[src/design/sph_pkg.sv]
// Shared types and constants for the sliding puzzle distance heuristic.
// No dependencies; imported by every module of the block.
package sph_pkg;

  // Board side limits and reset value
  localparam logic [3:0] MaxSide   = 4'd8;
  localparam logic [3:0] MinSide   = 4'd2;
  localparam logic [3:0] SideReset = 4'd4;

  // Accumulator saturation limits
  localparam logic [9:0]  ManhMax = 10'd1023;
  localparam logic [12:0] SqMax   = 13'd8191;

  // Shared compare/subtract unit width
  localparam int UnitW = 10;

  // Iteration counts: 6-bit dividend, 14-bit (padded) radicand
  localparam int DivSteps  = 6;
  localparam int SqrtSteps = 7;

  // Sequencer strobes toward the datapath
  typedef struct packed {
    logic ready;      // idle, input beat may be taken
    logic div_step;   // one restoring division step
    logic div_tile;   // division works on the tile home (else cell position)
    logic div_last;   // final step of the current division
    logic acc;        // accumulate offsets of this tile
    logic sqrt_step;  // one digit of the square root
    logic emit;       // load output register and clear board
  } ctrl_t;

endpackage

[src/design/sph_cmpsub.sv]
// Shared compare/subtract unit used by both the divider and the square root.
// Depends on sph_pkg for the unit width.
module sph_cmpsub
  import sph_pkg::*;
(
  input  logic [UnitW-1:0] a_i,
  input  logic [UnitW-1:0] b_i,
  output logic             ge_o,
  output logic [UnitW-1:0] diff_o
);

  // One subtract; borrow tells the compare
  logic [UnitW:0] sub;
  assign sub    = {1'b0, a_i} - {1'b0, b_i};
  assign ge_o   = ~sub[UnitW];
  assign diff_o = sub[UnitW-1:0];

endmodule

[src/design/sph_ctrl.sv]
// Sequencer: steps the shared unit through both divisions and the root.
// Depends on sph_pkg for ctrl_t and the step counts.
module sph_ctrl
  import sph_pkg::*;
(
  input  logic  clk_i,
  input  logic  rst_ni,
  input  logic  in_valid_i,
  input  logic  last_i,
  input  logic  out_free_i,
  output ctrl_t ctrl_o
);

  localparam logic [2:0] StIdle = 3'd0;
  localparam logic [2:0] StDivP = 3'd1;
  localparam logic [2:0] StDivT = 3'd2;
  localparam logic [2:0] StAcc  = 3'd3;
  localparam logic [2:0] StSqrt = 3'd4;
  localparam logic [2:0] StDone = 3'd5;

  localparam logic [2:0] DivEnd  = 3'(DivSteps - 1);
  localparam logic [2:0] SqrtEnd = 3'(SqrtSteps - 1);

  logic [2:0] state_q, state_d;
  logic [2:0] step_q, step_d;

  // Next state
  always_comb begin
    state_d = state_q;
    step_d  = step_q;
    unique case (state_q)
      StIdle: begin
        if (in_valid_i) begin
          state_d = StDivP;
          step_d  = '0;
        end
      end
      StDivP: begin
        step_d = step_q + 3'd1;
        if (step_q == DivEnd) begin
          state_d = StDivT;
          step_d  = '0;
        end
      end
      StDivT: begin
        step_d = step_q + 3'd1;
        if (step_q == DivEnd) begin
          state_d = StAcc;
        end
      end
      StAcc: begin
        step_d  = '0;
        state_d = last_i ? StSqrt : StIdle;
      end
      StSqrt: begin
        step_d = step_q + 3'd1;
        if (step_q == SqrtEnd) begin
          state_d = StDone;
        end
      end
      StDone: begin
        if (out_free_i) begin
          state_d = StIdle;
        end
      end
      default: begin
        state_d = StIdle;
      end
    endcase
  end

  always_ff @(posedge clk_i or negedge rst_ni) begin
    if (!rst_ni) begin
      state_q <= StIdle;
      step_q  <= '0;
    end else begin
      state_q <= state_d;
      step_q  <= step_d;
    end
  end

  // Strobes
  always_comb begin
    ctrl_o.ready     = (state_q == StIdle);
    ctrl_o.div_step  = (state_q == StDivP) || (state_q == StDivT);
    ctrl_o.div_tile  = (state_q == StDivT);
    ctrl_o.div_last  = ctrl_o.div_step && (step_q == DivEnd);
    ctrl_o.acc       = (state_q == StAcc);
    ctrl_o.sqrt_step = (state_q == StSqrt);
    ctrl_o.emit      = (state_q == StDone) && out_free_i;
  end

endmodule

[src/design/sliding_puzzle_distance_heuristic.sv]
// Sliding puzzle distance heuristic: one tile per beat, Manhattan and root sums.
// A tile is taken only while idle; it runs the cell position division, the tile home
// division and accumulate; a last tile then runs the root and waits for a free output.
// Throughput is set by the one compare/subtract unit: 6 + 6 division steps per tile.
// Reset is asynchronous: side length returns to 4, board sums and position to zero.
// Depends on sph_pkg, sph_cmpsub and sph_ctrl.
module sliding_puzzle_distance_heuristic
  import sph_pkg::*;
(
  input  logic       clk_i,
  input  logic       rst_ni,
  // configuration
  input  logic       cfg_we_i,
  input  logic [3:0] cfg_wdata_i,
  // input channel
  input  logic       in_valid_i,
  output logic       in_stall_o,
  input  logic [5:0] tile_value_i,
  input  logic       last_tile_i,
  // output channel
  output logic       out_valid_o,
  input  logic       out_stall_i,
  output logic [9:0] heuristic_o,
  output logic [9:0] manhattan_sum_o,
  output logic [6:0] euclid_root_o
);

  ctrl_t ctrl;

  logic [3:0]  side_q;
  logic [5:0]  pos_q;
  logic [9:0]  manh_q;
  logic [12:0] sq_q;
  logic        full_q;
  logic [5:0]  tile_q;
  logic        last_q;
  logic [13:0] work_q;
  logic [UnitW-1:0] rem_q;
  logic [6:0]  root_q;
  logic [4:0]  rowp_q, rowt_q;
  logic [2:0]  colp_q, colt_q;
  logic        out_valid_q;
  logic [9:0]  heur_q, manh_out_q;
  logic [6:0]  root_out_q;

  logic        in_fire, out_free;
  logic [3:0]  side_eff;
  logic [6:0]  cells;

  assign in_fire    = in_valid_i && ctrl.ready;
  assign in_stall_o = ~ctrl.ready;
  assign out_free   = ~out_valid_q || ~out_stall_i;

  // Clamp side length to the supported range
  always_comb begin
    side_eff = side_q;
    if (side_q < MinSide) side_eff = MinSide;
    if (side_q > MaxSide) side_eff = MaxSide;
  end
  assign cells = 7'(side_eff) * 7'(side_eff);

  sph_ctrl u_ctrl (
    .clk_i      (clk_i),
    .rst_ni     (rst_ni),
    .in_valid_i (in_valid_i),
    .last_i     (last_q),
    .out_free_i (out_free),
    .ctrl_o     (ctrl)
  );

  // Shared unit operands: division step or root digit
  logic [UnitW-1:0] op_a, op_b, diff;
  logic             ge;
  logic [3:0]       div_r;

  assign div_r = {rem_q[2:0], work_q[5]};

  always_comb begin
    if (ctrl.sqrt_step) begin
      op_a = {rem_q[7:0], work_q[13:12]};
      op_b = {1'b0, root_q, 2'b01};
    end else begin
      op_a = UnitW'(div_r);
      op_b = UnitW'(side_eff);
    end
  end

  sph_cmpsub u_unit (
    .a_i    (op_a),
    .b_i    (op_b),
    .ge_o   (ge),
    .diff_o (diff)
  );

  // Offsets and saturating sums of the current tile
  logic        active;
  logic [4:0]  dr;
  logic [2:0]  dc;
  logic [9:0]  dr_sq;
  logic [5:0]  dc_sq;
  logic [10:0] m_sum;
  logic [13:0] q_sum;
  logic [9:0]  manh_d;
  logic [12:0] sq_d;
  logic [6:0]  pos_inc;

  assign active  = ~full_q && ({1'b0, pos_q} < cells);
  assign dr      = (rowp_q >= rowt_q) ? (rowp_q - rowt_q) : (rowt_q - rowp_q);
  assign dc      = (colp_q >= colt_q) ? (colp_q - colt_q) : (colt_q - colp_q);
  assign dr_sq   = 10'(dr) * 10'(dr);
  assign dc_sq   = 6'(dc) * 6'(dc);
  assign m_sum   = 11'(manh_q) + 11'(dr) + 11'(dc);
  assign q_sum   = 14'(sq_q) + 14'(dr_sq) + 14'(dc_sq);
  assign pos_inc = {1'b0, pos_q} + 7'd1;

  always_comb begin
    manh_d = manh_q;
    sq_d   = sq_q;
    if (active && (tile_q != 6'd0)) begin
      manh_d = (m_sum > 11'(ManhMax)) ? ManhMax : m_sum[9:0];
      sq_d   = (q_sum > 14'(SqMax)) ? SqMax : q_sum[12:0];
    end
  end

  // Configuration register
  always_ff @(posedge clk_i or negedge rst_ni) begin
    if (!rst_ni) begin
      side_q <= SideReset;
    end else if (cfg_we_i) begin
      side_q <= cfg_wdata_i;
    end
  end

  // Board state
  always_ff @(posedge clk_i or negedge rst_ni) begin
    if (!rst_ni) begin
      pos_q  <= '0;
      manh_q <= '0;
      sq_q   <= '0;
      full_q <= 1'b0;
    end else if (ctrl.emit) begin
      pos_q  <= '0;
      manh_q <= '0;
      sq_q   <= '0;
      full_q <= 1'b0;
    end else if (ctrl.acc) begin
      manh_q <= manh_d;
      sq_q   <= sq_d;
      if (active) begin
        pos_q <= pos_inc[5:0];
        if (pos_inc >= cells) full_q <= 1'b1;
      end
    end
  end

  // Input beat capture
  always_ff @(posedge clk_i or negedge rst_ni) begin
    if (!rst_ni) begin
      last_q <= 1'b0;
    end else if (in_fire) begin
      last_q <= last_tile_i;
    end
  end

  always_ff @(posedge clk_i) begin
    if (in_fire) begin
      tile_q <= tile_value_i;
    end
  end

  // Iteration registers of the shared unit
  always_ff @(posedge clk_i) begin
    if (in_fire) begin
      work_q <= {8'd0, pos_q};
      rem_q  <= '0;
    end else if (ctrl.div_step) begin
      if (ctrl.div_last) begin
        if (ctrl.div_tile) begin
          rowt_q <= {work_q[3:0], ge};
          colt_q <= ge ? diff[2:0] : div_r[2:0];
        end else begin
          rowp_q <= {work_q[3:0], ge};
          colp_q <= ge ? diff[2:0] : div_r[2:0];
          work_q <= {8'd0, tile_q - 6'd1};
        end
        rem_q <= '0;
      end else begin
        work_q <= {8'd0, work_q[4:0], ge};
        rem_q  <= UnitW'(ge ? diff[2:0] : div_r[2:0]);
      end
    end else if (ctrl.acc) begin
      work_q <= {1'b0, sq_d};
      rem_q  <= '0;
      root_q <= '0;
    end else if (ctrl.sqrt_step) begin
      work_q <= {work_q[11:0], 2'b00};
      rem_q  <= ge ? diff : op_a;
      root_q <= {root_q[5:0], ge};
    end
  end

  // Output register
  always_ff @(posedge clk_i or negedge rst_ni) begin
    if (!rst_ni) begin
      out_valid_q <= 1'b0;
    end else if (ctrl.emit) begin
      out_valid_q <= 1'b1;
    end else if (~out_stall_i) begin
      out_valid_q <= 1'b0;
    end
  end

  always_ff @(posedge clk_i) begin
    if (ctrl.emit) begin
      heur_q     <= (manh_q >= 10'(root_q)) ? manh_q : 10'(root_q);
      manh_out_q <= manh_q;
      root_out_q <= root_q;
    end
  end

  assign out_valid_o     = out_valid_q;
  assign heuristic_o     = heur_q;
  assign manhattan_sum_o = manh_out_q;
  assign euclid_root_o   = root_out_q;

`ifndef SYNTHESIS
  // An accepted beat starts the cell position division
  a_accept_starts: assert property (@(posedge clk_i) disable iff (!rst_ni)
    in_fire |=> (ctrl.div_step && !ctrl.div_tile))
    else $error("accepted beat did not start division");

  // Result only loads when the output register can take it
  a_emit_free: assert property (@(posedge clk_i) disable iff (!rst_ni)
    ctrl.emit |-> (!out_valid_q || !out_stall_i))
    else $error("result overwrote a waiting beat");

  // Root is the floor square root of the squared sum
  a_root_floor: assert property (@(posedge clk_i) disable iff (!rst_ni)
    ctrl.emit |-> ((16'(root_q) * 16'(root_q) <= 16'(sq_q)) &&
                   ((16'(root_q) + 16'd1) * (16'(root_q) + 16'd1) > 16'(sq_q))))
    else $error("square root out of bounds");

  // Board is cleared after each result
  a_board_clear: assert property (@(posedge clk_i) disable iff (!rst_ni)
    ctrl.emit |=> (pos_q == 6'd0 && manh_q == 10'd0 && sq_q == 13'd0 && !full_q))
    else $error("board not cleared after result");
`endif

endmodule
[config.mk]
export PLATFORM = sky130hd
export DESIGN_NAME = sliding_puzzle_distance_heuristic
export DESIGN_NICKNAME = d
export VERILOG_FILES = /design/src/design/sph_pkg.sv /design/src/design/sph_cmpsub.sv /design/src/design/sph_ctrl.sv /design/src/design/sliding_puzzle_distance_heuristic.sv
export SDC_FILE = /design/constraint.sdc
export NUM_CORES = 1
export LEC_CHECK = 0
export BUFFER_PORTS_ARGS = -buffer_cell sky130_fd_sc_hd__clkbuf_2
export CAP_MARGIN = 20
export CORE_AREA = 3 3 120 122
export CTS_BUF_LIST = sky130_fd_sc_hd__clkbuf_4 sky130_fd_sc_hd__clkbuf_8
export CTS_CLUSTER_SIZE = 40
export DETAILED_ROUTE_END_ITERATION = 16
export DIE_AREA = 0 0 123 125
export PLACE_DENSITY = 0.87
export SLEW_MARGIN = 20
export SYNTH_ARGS = -nofsm -noshare
export SYNTH_HDL_FRONTEND = slang
export SYNTH_SLANG_ARGS = --single-unit
export TNS_END_PERCENT = 5
[constraint.sdc]
create_clock -name clk_i -period 7.15 [get_ports clk_i]
set_input_delay 0.3575 -clock clk_i [delete_from_list [all_inputs] [get_ports clk_i]]
set_output_delay 0.3575 -clock clk_i [all_outputs]
set_load 0.01 [all_outputs]
# Word level (Yosys, flattened, before mapping)
# Index checks and enable logic that the tools add are counted.
[totals]
elab_cells = 145
register_bits = 120
romBits = 0
mem_bits_rw = 0
out_inout_bits = 29
inputBits = 16
mem_count = 0
latchBits = 0
[op_classes]
n_reduce_logical = 28
bitwise = 8
n_lt_le_gt_ge = 9
addsub = 12
div_mod_pow = 0
n_eq_ne = 15
mul = 3
shift = 0
muxes = 48
[op_table]
columns = ["operator", "n"]
rows = [
  ["14-bit 2-to-1 mux", 5],
  ["13-bit 2-to-1 mux", 4],
  ["10-bit 2-to-1 mux", 5],
  ["3-bit 2-to-1 mux", 12],
  ["8-bit 2-to-1 mux", 4],
  ["6-bit 2-to-1 mux", 4],
  ["3-bit one-hot mux with 6 select lines", 1],
  ["13-bit by 10-bit adder with 14-bit output", 1],
  ["14-bit by 6-bit adder with 14-bit output", 1],
  ["14-bit by 13-bit greater-than comparator with 1-bit output, second input constant", 1],
  ["7-bit 2-to-1 mux", 2],
  ["3-bit == test, second input constant", 4],
  ["3-bit one-hot mux with 4 select lines", 1],
  ["10-bit by 5-bit adder with 11-bit output", 1],
  ["11-bit by 3-bit adder with 11-bit output", 1],
  ["11-bit by 10-bit greater-than comparator with 1-bit output, second input constant", 1],
  ["10-bit by 9-bit subtractor with 11-bit output", 1],
  ["10-bit by 7-bit greater-or-equal comparator with 1-bit output", 1],
  ["5-bit by 5-bit multiplier with 10-bit output", 1],
  ["2-bit AND reduction", 5],
  ["2-bit nonzero test", 5],
  ["5-bit subtractor", 2],
  ["9-bit 2-to-1 mux", 1],
  ["4-bit 2-to-1 mux", 2],
  ["other kinds (31)", 57],
]

# Logic depth before layout (Yosys ltp)
# Gate-level depths: netlist (run 1).
[logic_depth]
word_depth = 11
mapped_depth = 23
mapped_depth_nobuf = 23

# By module
# A second synthesis (run 1) with hierarchy kept.
[hier_totals]
cells_unflattened = 889
area_unflattened_um2 = 8710.9
[by_module_without_submodules]
columns = ["module", "cells_each", "area_per_inst_um2", "n_inst", "seq_area_each_um2"]
rows = [
  ["sliding_puzzle_distance_heuristic", 746, 7568.5, 1, 3084.2],
  ["sph_ctrl", 77, 685.7, 1, 150.1],
  ["sph_cmpsub", 66, 456.7, 1, 0.0],
]

# Worst setup path before layout (run 1)
# No wires, ideal clock.
[synth_timing]
kind = "register -> register"
from = "register rowp_q[2]"
to = "register work_q[4], data pin"
slack_ns = 1.331
stages_incl_launch_ff = 24
path_buffers = 2
synth_period_minus_slack_ns = 5.819
t_arrival_ns = 5.537
setup_ns = 0.282
t_required_ns = 6.868
cell_sequence = "edfxtp_1 inv_1 ha_1 buf_2 a21o_1 a31oi_1 o21ai_2 mux2i_1 xnor2_1 nand2_1 fa_1 fa_1 inv_1 fa_1 inv_1 fa_1 inv_1 ha_1 o21ai_0 o21ai_1 a32o_1 clkbuf_1 o21ai_1 o311ai_0"
[synth_via]
elab_chain_len = 11
elab_cells_between_ends = 13
classes_between = "add/sub: 4; mul: 1; order compare: 2; mux: 6"
[synth_rtl]
columns = ["element", "line", "text"]
rows = [
  ["start: declaration", "sliding_puzzle_distance_heuristic.sv:40", "logic [4:0] rowp_q, rowt_q;"],
  ["start signal: assignment", "sliding_puzzle_distance_heuristic.sv:182", "rowp_q <= {work_q[3:0], ge};"],
  ["5-bit subtractor or 5-bit greater-or-equal comparator (tied branches)", "sliding_puzzle_distance_heuristic.sv:108", "assign dr = (rowp_q >= rowt_q) ? (rowp_q - rowt_q) : (rowt_q - rowp_q);"],
  ["5-bit 2-to-1 mux (*)", "sliding_puzzle_distance_heuristic.sv:108", ""],
  ["5-bit by 5-bit multiplier with 10-bit output (*)", "sliding_puzzle_distance_heuristic.sv:110", "assign dr_sq = 10'(dr) * 10'(dr);"],
  ["13-bit by 10-bit adder with 14-bit output (*)", "sliding_puzzle_distance_heuristic.sv:113", "assign q_sum = 14'(sq_q) + 14'(dr_sq) + 14'(dc_sq);"],
  ["14-bit by 6-bit adder with 14-bit output (*)", "sliding_puzzle_distance_heuristic.sv:113", ""],
  ["14-bit by 13-bit greater-than comparator with 1-bit output", "sliding_puzzle_distance_heuristic.sv:121", "sq_d = (q_sum > 14'(SqMax)) ? SqMax : q_sum[12:0];"],
  ["13-bit 2-to-1 mux (*)", "sliding_puzzle_distance_heuristic.sv:121", ""],
  ["13-bit 2-to-1 mux (*)", "sliding_puzzle_distance_heuristic.sv:119", "if (active && (tile_q != 6'd0)) begin"],
  ["14-bit 2-to-1 mux (*)", "sliding_puzzle_distance_heuristic.sv:191", "end else if (ctrl.acc) begin"],
  ["14-bit 2-to-1 mux (*)", "sliding_puzzle_distance_heuristic.sv:176", "end else if (ctrl.div_step) begin"],
  ["6-bit 2-to-1 mux (*)", "sliding_puzzle_distance_heuristic.sv:173", "if (in_fire) begin"],
  ["end signal: assignment", "sliding_puzzle_distance_heuristic.sv:174", "work_q <= {8'd0, pos_q};"],
  ["end signal: assignment", "sliding_puzzle_distance_heuristic.sv:192", "work_q <= {1'b0, sq_d};"],
  ["end signal: assignment", "sliding_puzzle_distance_heuristic.sv:196", "work_q <= {work_q[11:0], 2'b00};"],
  ["end: declaration", "sliding_puzzle_distance_heuristic.sv:37", "logic [13:0] work_q;"],
]
# Every way passes the cells marked *; elsewhere a longest branch is shown, timed or not.
# A chain may end at the register's enable or synchronous reset.

# Worst setup path after layout (run 1)
[layout_timing]
from = "register rowp_q[0]"
to = "register work_q[0], data pin"
# Same word-level chain as after synthesis.

==> results.json, run 1 <==
{
  "port_buffers": 44,
  "slowest_delay_ns": 0.69,
  "slew_headroom": 0.243,
  "r2r-start": "rowp_q[0]",
  "period_minus_slack_ns": 6.64,
  "clock_sinks": 120,
  "drive_gt1_frac": 0.129,
  "grt_pass1_wl_um": 30200,
  "cp_cell_sequence": "inv_1, ha_1, nand2b_1, a31oi_1, o21ai_2, mux2i_1, xnor2_1, nand2_1, fa_1, fa_1, inv_1, fa_1, inv_1, fa_1, inv_1, ha_1, o21ai_0, o21ai_1, a32o_1, or2_2, mux2i_1, o211ai_1",
  "dp_cells": 1003,
  "cp_max_fo": 13,
  "outcome": "completed",
  "critPathTopFamily": "adder cells",
  "syn-cell-area_mm2": 0.00816,
  "cp-end-kind": "flop",
  "finalWorstSetupSlack_ns": 0.512,
  "fillers": 1003,
  "row_count": 42,
  "vias": 6205,
  "reg2regPathDepth": 22,
  "grt_pass1_vias": 6280,
  "worstReg2RegEnd": "work_q[0]",
  "synth_top_area_cell": "edfxtp_1",
  "cts_setup_buffers": 0,
  "hold_path_depth": 1,
  "cp-start-kind": "flop",
  "synthCells": 805,
  "remaining_drc_errors": 0,
  "wl_per_cell_um": 17.7,
  "start_util": 0.614,
  "wl_met3_um": 1520,
  "postCtsHoldBufs": 1,
  "wl_met1_um": 7480,
  "p_leak_uw": 0.00412,
  "ir_drop_v": 0.000528,
  "postSynthAreaPerCell_um2": 10.1,
  "critPathBufInv": 4,
  "arrival_ns": 6.83,
  "final_core_util": 0.674,
  "path_class": "reg -> reg",
  "synth-main-ff-cell": "edfxtp_1",
  "sw_frac_of_total": 0.461,
  "worst_pin_slew_ns": 1.13,
  "clock_path_buffers": 2,
  "cts_tree": "built",
  "cts_resized": 0,
  "synth_common_cells": "ha_1, inv_1, nand2_1",
  "required_ns": 7.34,
  "clock_latency_ns": 0.46,
  "async_flop_share": 0.350,
  "synth_cell_types": 69,
  "antenna_found_initial": 0,
  "place_hpwl_um": 13200,
  "intPower_uw": 2370,
  "clk_pin_slew_ns": 0.08,
  "drt-total-wl_um": 18300,
  "io-pin-count": 45,
  "synth_edf_count": 62,
  "power_frac_clock": 0.156,
  "maxCapViolCount": 0,
  "viasPerCell": 5.99,
  "n_antenna_cell": 0,
  "die_x_um": 123,
  "synth_warnings": 0,
  "synth.area.top_cells": "edfxtp_1, ha_1, dfrtp_1",
  "p_sw_uw": 2030,
  "synthMostInstantiatedCell": "ha_1",
  "core_area_mm2": 0.0133,
  "drtAntennaViolNets": 0,
  "synthDominantCellAreaShare": 0.228,
  "pre_cts_ws_ns": 0.665,
  "numCtsBuffers": 17,
  "maxSlewViolCount": 0,
  "pwr-share-comb": 0.589,
  "first_iter_violations": 415,
  "overflow": 0,
  "grt_max_degree": 43,
  "chipHeight_um": 125,
  "die_area_mm2": 0.0154,
  "hold_viol": 0,
  "highest_layer": "met4",
  "nets": 976,
  "min-delay-path-class": "in -> reg",
  "dr_wl_met2_um": 8750,
  "timing.hold.ws_ns": 0.0734,
  "fin_crit_sh": 0.928,
  "tns_ns": 0,
  "seq_power_share": 0.255,
  "skew_ns": 0.0131,
  "ff2ff_setup_slack_ns": 0.51,
  "cp_slowest_cell": "xnor2_1",
  "min_to": "tile_q[1]",
  "area_delta_synth_final_pct": 9.82,
  "h-tree-depth": 4,
  "place.gp.congestion": 0.900,
  "power.density_mw_per_mm2": 491,
  "grt_use_total": 0.250,
  "fmax_mhz": 151,
  "seq_area_frac_synth": 0.396,
  "cts-root-buf": "clkbuf_8",
  "rsz0062_at_grt": "false",
  "drt_first_pass_iters": 5,
  "hold_path.startpoint": "tile_value_i[1]",
  "synth-seq-cells": 120,
  "instances_no_fill": 1036,
  "setup_violations": 0
}
-- worst register-to-register path, cell delays in order (launching register included) --
cell	delay [ns]
edfxtp_1	0.38
inv_1	0.05
ha_1	0.39
nand2b_1	0.15
a31oi_1	0.10
o21ai_2	0.30
mux2i_1	0.15
xnor2_1	0.69
nand2_1	0.19
fa_1	0.48
fa_1	0.51
inv_1	0.05
fa_1	0.48
inv_1	0.06
fa_1	0.53
inv_1	0.05
ha_1	0.35
o21ai_0	0.28
o21ai_1	0.16
a32o_1	0.42
or2_2	0.35
mux2i_1	0.14
o211ai_1	0.09
-- metal layers --
layer	global-route usage	up-vias
met1	0.319	2962
met5	0	-
li1	-	2934
met3	0.0682	46
met4	0.102	0
met2	0.402	263
-- layout make-up --
cell class                      instances  area, um2  share of cell area
Clock inverter                         15        199              0.0222
Tap cell                              176        220              0.0246
Clock buffer                           17        234              0.0261
Inverter                               79        297              0.0331
Timing Repair Buffer                   51        275              0.0307
Sequential cell                       120       3230               0.361
Multi-Input combinational cell        578       4510               0.503
-- flip-flops by register name, indices dropped and copies added, names as in the netlist, 5 cells and up --
| signal | flops |
|---|---|
| manh_q | 10 |
| pos_q | 6 |
| root_q | 7 |
| rowp_q | 5 |
| rem_q | 8 |
| sq_q | 13 |
| euclid_root_o | 7 |
| tile_q | 6 |
| work_q | 14 |
| heuristic_o | 10 |
| manhattan_sum_o | 10 |
| rowt_q | 5 |
-- power by group through the flow --
stage / combinational [uW] / sequential, uW / clock, uW
3_3_place_gp: 2420 / 1120 / 0
2_1_floorplan: 1960 / 1060 / 0
5_1_grt: 2900 / 1140 / 722
3_5_place_dp: 2500 / 1130 / 0
4_1_cts: 2560 / 1120 / 689
6_report: 2590 / 1120 / 688
-- through the flow --
step | instance area (um2) | power, uW
4_1_cts | 8960 | 4360
2_1_floorplan | 8170 | 3020
3_5_place_dp | 8520 | 3630
3_3_place_gp | 8520 | 3540
6_report | 8970 | 4400
5_1_grt | 8970 | 4760
-- kinds of logic (layout without fill, tap and decap cells) --
kind of cell | count (synthesis) | after routing | synth area share
other | 1 | 2 | 0.000459
DFF | 120 | 120 | 0.396
xor gates and xnor gates | 29 | 29 | 0.0311
AOI/OAI and AO/OA | 188 | 188 | 0.155
muxes | 31 | 31 | 0.0417
buffers and inverters | 108 | 162 | 0.0532
and+or+nand+nor | 215 | 215 | 0.122
adders and majority gates | 113 | 113 | 0.200
-- worst max path at each step --
stage                    from   endpoint  slack, ns  cells past startpoint
detailed placement  rowp_q[0]  work_q[0]       0.67                     22
global route        rowp_q[0]  work_q[0]       0.13                     22
floorplan           rowp_q[2]  work_q[4]       1.33                     23
finish              rowp_q[0]  work_q[0]       0.51                     22
global placement    rowp_q[0]  work_q[0]       0.87                     22
CTS                 rowp_q[0]  work_q[0]       0.58                     22
-- cell usage in the layout, fill, tap and decap left out, types with 15 or more instances in the layout --
master,count
fa_1,29
a21oi_1,42
edfxtp_1,62
dfxtp_1,16
o21ai_1,16
xnor2_1,15
nand3_1,26
clkbuf_8,17
ha_1,84
o21ai_0,28
dfrtp_1,41
a21o_1,20
nand2b_1,17
inv_1,78
mux2i_1,16
clkbuf_2,44
nand2_1,71
nor2_1,50
Power figures use the tool's default switching activity.
==> run 2: changes to the inputs <==
--- a/config.mk
+++ b/config.mk
@@ -7,12 +7,13 @@
 export LEC_CHECK = 0
 export BUFFER_PORTS_ARGS = -buffer_cell sky130_fd_sc_hd__clkbuf_2
 export CAP_MARGIN = 20
-export CORE_AREA = 3 3 120 122
+export CORE_AREA = 3 3 139 141
 export CTS_BUF_LIST = sky130_fd_sc_hd__clkbuf_4 sky130_fd_sc_hd__clkbuf_8
 export CTS_CLUSTER_SIZE = 40
 export DETAILED_ROUTE_END_ITERATION = 16
-export DIE_AREA = 0 0 123 125
-export PLACE_DENSITY = 0.87
+export DIE_AREA = 0 0 142 144
+export PLACE_DENSITY = 0.69
+export RECOVER_POWER = 100
 export SLEW_MARGIN = 20
 export SYNTH_ARGS = -nofsm -noshare
 export SYNTH_HDL_FRONTEND = slang
==> run 2 against run 1 <==
  * The run now ends with max-capacitance violations, max-slew violations left
  * Clock skew grew 0.0010 ns
  * Wire length shrank 2.7%
  * Largest cell class unchanged
  * Maximum frequency grew 0.16%
  * Worst setup slack gained 0.011 ns
  * Register-to-register slack is essentially flat
  * Critical endpoint unchanged
==> results.json, run 2 (same netlist as run 1, synthesis figures left out) <==
{
  "place.gp.congestion": 0.881,
  "largest_register": "work_q",
  "mostFrequentLayoutCells": "ha_1, inv_1, nand2_1",
  "clock_latency_ns": 0.44,
  "drive_gt1_frac": 0.0856,
  "maxSlewViolCount": 125,
  "hold_path.startpoint": "tile_value_i[3]",
  "viasPerCell": 5.48,
  "die_area_mm2": 0.0204,
  "min_to": "tile_q[3]",
  "hold_path_depth": 1,
  "reg_top3": "work_q x14, sq_q x13",
  "required_ns": 7.32,
  "p_sw_uw": 1910,
  "fmax_mhz": 151,
  "fillers": 1670,
  "largest_register_ffs": 14,
  "setup_violations": 0,
  "worstReg2RegEnd": "work_q[0]",
  "nets": 980,
  "n_antenna_cell": 0,
  "pwr-share-comb": 0.580,
  "port_buffers": 44,
  "path_class": "reg -> reg",
  "grt_pass1_wl_um": 29700,
  "drtAntennaViolNets": 0,
  "fin_crit_sh": 0.927,
  "skew_ns": 0.0141,
  "worst_pin_slew_ns": 2.67,
  "ff2ff_setup_slack_ns": 0.52,
  "h-tree-depth": 4,
  "vias": 5993,
  "p_leak_uw": 0.00404,
  "drt_first_pass_iters": 5,
  "cp-start-kind": "flop",
  "cts-root-buf": "clkbuf_8",
  "start_util": 0.451,
  "cts_resized": 0,
  "cp_max_fo": 13,
  "reg2regPathDepth": 21,
  "seq_power_share": 0.260,
  "die_x_um": 142,
  "grt_use_total": 0.184,
  "cts_tree": "built",
  "first_iter_violations": 450,
  "layout_commonest_cell": "ha_1",
  "remaining_drc_errors": 0,
  "postCtsHoldBufs": 0,
  "antenna_found_initial": 0,
  "place_hpwl_um": 13200,
  "period_minus_slack_ns": 6.63,
  "overflow": 0,
  "hold_viol": 0,
  "wl_per_cell_um": 16.3,
  "clock_sinks": 120,
  "row_count": 49,
  "timing.hold.ws_ns": 0.0896,
  "slew_headroom": -0.781,
  "chipHeight_um": 144,
  "intPower_uw": 2400,
  "rsz0062_at_grt": "false",
  "ir_drop_v": 0.000363,
  "power_frac_clock": 0.161,
  "area_delta_synth_final_pct": 10.1,
  "io-pin-count": 45,
  "core_area_mm2": 0.0181,
  "cts_setup_buffers": 0,
  "clock_path_buffers": 2,
  "r2r-start": "rowt_q[0]",
  "violations": "max-capacitance violations, max-slew violations",
  "maxCapViolCount": 4,
  "min-delay-path-class": "in -> reg",
  "arrival_ns": 6.80,
  "sw_frac_of_total": 0.443,
  "cp-end-kind": "flop",
  "drt-total-wl_um": 17900,
  "numCtsBuffers": 17,
  "tns_ns": 0,
  "grt_max_degree": 43,
  "outcome": "finished with violations",
  "grt_pass1_vias": 5897,
  "clk_pin_slew_ns": 0.07,
  "power.density_mw_per_mm2": 480
}
[run 2: cell count changes in the layout (fill, tap and decap cells not counted), moves of 4 or more]
cell / change
clkbuf_1: +36
clkbuf_2: -29
o21ai_0: +14
o21ai_1: -13
clkbuf_8: +4
[run 2: worst max path at each step]
stage	start	end	slack [ns]	depth (start not counted)
after floorplan	rowp_q[2]	work_q[4]	1.33	23
after global placement	rowp_q[0]	work_q[0]	0.82	22
after detailed placement	rowp_q[0]	work_q[0]	0.62	22
after CTS	rowp_q[0]	work_q[0]	0.59	22
after global routing	rowp_q[0]	work_q[0]	0.07	22
final	rowt_q[0]	work_q[0]	0.52	21
[run 2: layer usage]
layer / GRT usage / wire, um / vias up
met3: 0.0443 / 1220 / 20
met1: 0.250 / 8240 / 2840
met4: 0.0545 / 231 / 0
met5: 0 / 0 / -
li1: - / - / 2948
met2: 0.295 / 8160 / 185
[run 2: through the flow]
| step | util | power, uW | worst slack (ns) | cells | cell area (um2) |
|---|---|---|---|---|---|
| 6_report | 0.497 | 4310 | 0.523 | 1093 | 8990 |
| 5_1_grt | 0.497 | 4740 | 0.0682 | 1093 | 8990 |
| 4_1_cts | 0.502 | 4370 | 0.587 | 1093 | 9070 |
| 3_5_place_dp | 0.477 | 3640 | 0.617 | 1061 | 8620 |
| 3_3_place_gp | 0.477 | 3620 | 0.817 | 1061 | 8620 |
| 2_1_floorplan | - | 3020 | 1.33 | 806 | 8170 |
[run 2: cell type report]
cell class / count / area (um2) / share of cell area
clock buffer: 24 / 312 / 0.0347
clock inverter: 8 / 143 / 0.0159
inverter: 79 / 297 / 0.0330
multi-input combinational: 578 / 4480 / 0.498
sequential: 120 / 3230 / 0.360
tap: 229 / 287 / 0.0319
timing repair buffer: 55 / 240 / 0.0267
[run 2: power groups by stage]
stage / clock network, uW / registers (uW) / logic [uW]
global placement: 0 / 1130 / 2490
floorplan: 0 / 1060 / 1960
detailed placement: 0 / 1130 / 2510
finish: 693 / 1120 / 2500
CTS: 707 / 1120 / 2550
global route: 737 / 1140 / 2860
[run 2: worst max-delay path, stage by stage (launching register included)]
cell and delay, ns:
edfxtp_1 0.39, ha_1 0.42, nand2b_1 0.16, a31oi_1 0.11
o21ai_2 0.31, mux2i_1 0.14, xnor2_1 0.67, nand2_1 0.19
fa_1 0.50, fa_1 0.51, inv_1 0.05, fa_1 0.48
inv_1 0.06, fa_1 0.53, inv_1 0.04, ha_1 0.24
a211oi_1 0.33, o21ai_0 0.24, a32o_1 0.43, or2_2 0.35
mux2i_1 0.13, o211ai_1 0.09
==> run 3: changes to the inputs <==
==> constraint.sdc (replaced) <==
create_clock -name clk_i -period 8.2 [get_ports clk_i]
set_input_delay 0.41 -clock clk_i [delete_from_list [all_inputs] [get_ports clk_i]]
set_output_delay 0.41 -clock clk_i [all_outputs]
set_load 0.01 [all_outputs]
==> run 3 against run 2 <==
  * The flow still finishes with violations (max-capacitance violations, max-slew violations)
  * Sequential cell count unchanged
  * Critical path depth stayed put
  * Via count up 0.78%
  * Worst setup slack gained 0.68 ns
  * Clock power shrank 14%
  * Wire length grew 1.2%
  * Final area shrank 0.26%
  * First-iteration DRC count is 0.67% higher
  * Non-clock buffer count fell by 2
  * Register-to-register slack better by 0.68 ns
  * Count of clock-buffer cells in the layout down 2
==> results.json, run 3 (same netlist as run 1, synthesis figures left out) <==
{
  "outcome": "finished with violations",
  "violations": "max-capacitance violations, max-slew violations",
  "viasPerCell": 5.54,
  "postCtsHoldBufs": 0,
  "h-tree-depth": 4,
  "mostFrequentLayoutCells": "ha_1, inv_1, nand2_1",
  "io-pin-count": 45,
  "slew_headroom": -0.743,
  "cts_setup_buffers": 0,
  "drt_first_pass_iters": 7,
  "maxCapViolCount": 4,
  "ir_drop_v": 0.000234,
  "drtAntennaViolNets": 0,
  "cp_cell_sequence": "ha_1, nand2b_1, a31oi_1, o21ai_0, mux2i_1, xnor2_1, nand2_1, fa_1, fa_1, inv_1, fa_1, inv_1, fa_1, inv_1, ha_1, o21ai_0, o21ai_0, a32o_1, or2_2, mux2i_1, o211ai_1",
  "start_util": 0.451,
  "grt_pass1_vias": 5988,
  "place.gp.congestion": 0.874,
  "critPathTopFamily": "adder cells",
  "die_area_mm2": 0.0204,
  "worst_pin_slew_ns": 2.61,
  "antenna_found_initial": 0,
  "p_leak_uw": 0.00403,
  "cp_slowest_cell": "xnor2_1",
  "min-delay-path-class": "in -> reg",
  "cp_common_cell": "fa_1",
  "instances_no_fill": 1091,
  "numCtsBuffers": 17,
  "overflow": 0,
  "clock_latency_ns": 0.44,
  "hold_viol": 0,
  "first_iter_violations": 453,
  "path_class": "reg -> reg",
  "vias": 6040,
  "cts_resized": 0,
  "fmax_mhz": 143,
  "clock_sinks": 120,
  "skew_ns": 0.0105,
  "nets": 978,
  "drive_gt1_frac": 0.0800,
  "power.density_mw_per_mm2": 415,
  "area_delta_synth_final_pct": 9.84,
  "port_buffers": 44,
  "cp-start-kind": "flop",
  "period_minus_slack_ns": 7.00,
  "grt_max_degree": 43,
  "layout_commonest_cell": "ha_1",
  "wl_per_cell_um": 16.6,
  "clock_path_buffers": 2,
  "grt_pass1_wl_um": 30000,
  "chipHeight_um": 144,
  "place_hpwl_um": 13300,
  "maxSlewViolCount": 88,
  "cp-end-kind": "flop",
  "largest_register": "work_q",
  "largest_register_ffs": 14,
  "fillers": 1662,
  "row_count": 49,
  "dp_cells": 1059,
  "critPathBufInv": 3,
  "arrival_ns": 7.16,
  "required_ns": 8.36,
  "n_antenna_cell": 0,
  "remaining_drc_errors": 0,
  "cp_max_fo": 13,
  "tns_ns": 0,
  "slowest_delay_ns": 0.67,
  "reg_top3": "work_q x14, sq_q x13",
  "grt_use_total": 0.184,
  "drt-total-wl_um": 18100,
  "setup_violations": 0,
  "cts-root-buf": "clkbuf_8",
  "rsz0062_at_grt": "false",
  "core_area_mm2": 0.0181,
  "clk_pin_slew_ns": 0.07,
  "fin_crit_sh": 0.853,
  "cts_tree": "built",
  "die_x_um": 142
}
[run 3: cell types whose count changed in the layout (fill, tap and decap cells not counted), sizes merged]
cell and delta:
clkbuf -2, buf -2, clkinvlp -1, clkinv +3
[run 3: report_power, final]
part,internal [uW],switching [uW]
sequential,823,154
combinational,893,1260
clock,363,232
[run 3: final timing paths]
check | startpoint | to | slack [ns] | cells past startpoint
min in group asynchronous | rst_ni | u_ctrl.step_q[2] | 0.86 | 2
max | rowt_q[0] | work_q[0] | 1.20 | 21
min | tile_value_i[1] | tile_q[1] | 0.15 | 1
max in group asynchronous | rst_ni | last_q | 5.82 | 2
max reg2reg | rowt_q[0] | work_q[0] | 1.20 | 21
min reg2reg | rem_q[3] | rem_q[3] | 0.46 | 2
[run 3: per-layer routing]
| layer | vias to the layer above | wire length, um | global-route usage |
|---|---|---|---|
| met5 | - | 0 | 0 |
| met4 | 0 | 362 | 0.0652 |
| met3 | 28 | 1050 | 0.0427 |
| met2 | 173 | 8260 | 0.298 |
| met1 | 2904 | 8390 | 0.245 |
| li1 | 2935 | - | - |
[run 3: stage by stage]
step                hold slack, ns  setup slack, ns  power (uW)  cell area (um2)  utilization
finish                       0.149             1.20        3720             8970        0.496
global route                 0.120            0.746        4100             8970        0.496
CTS                         0.0741             1.60        3770             9050        0.500
detailed placement           0.442             1.64        3150             8600        0.476
global placement             0.440             1.88        3120             8600        0.476
floorplan                    0.114             2.38        2640             8170            -
[run 3: area by class of cell]
cell class	count	area, um2	share of cell area
clock inverter	10	146	0.0163
clock buffer	22	297	0.0331
timing repair buffer	53	225	0.0251
inverter	79	297	0.0331
sequential	120	3230	0.361
tap	229	287	0.0320
multi-input combinational	578	4480	0.500
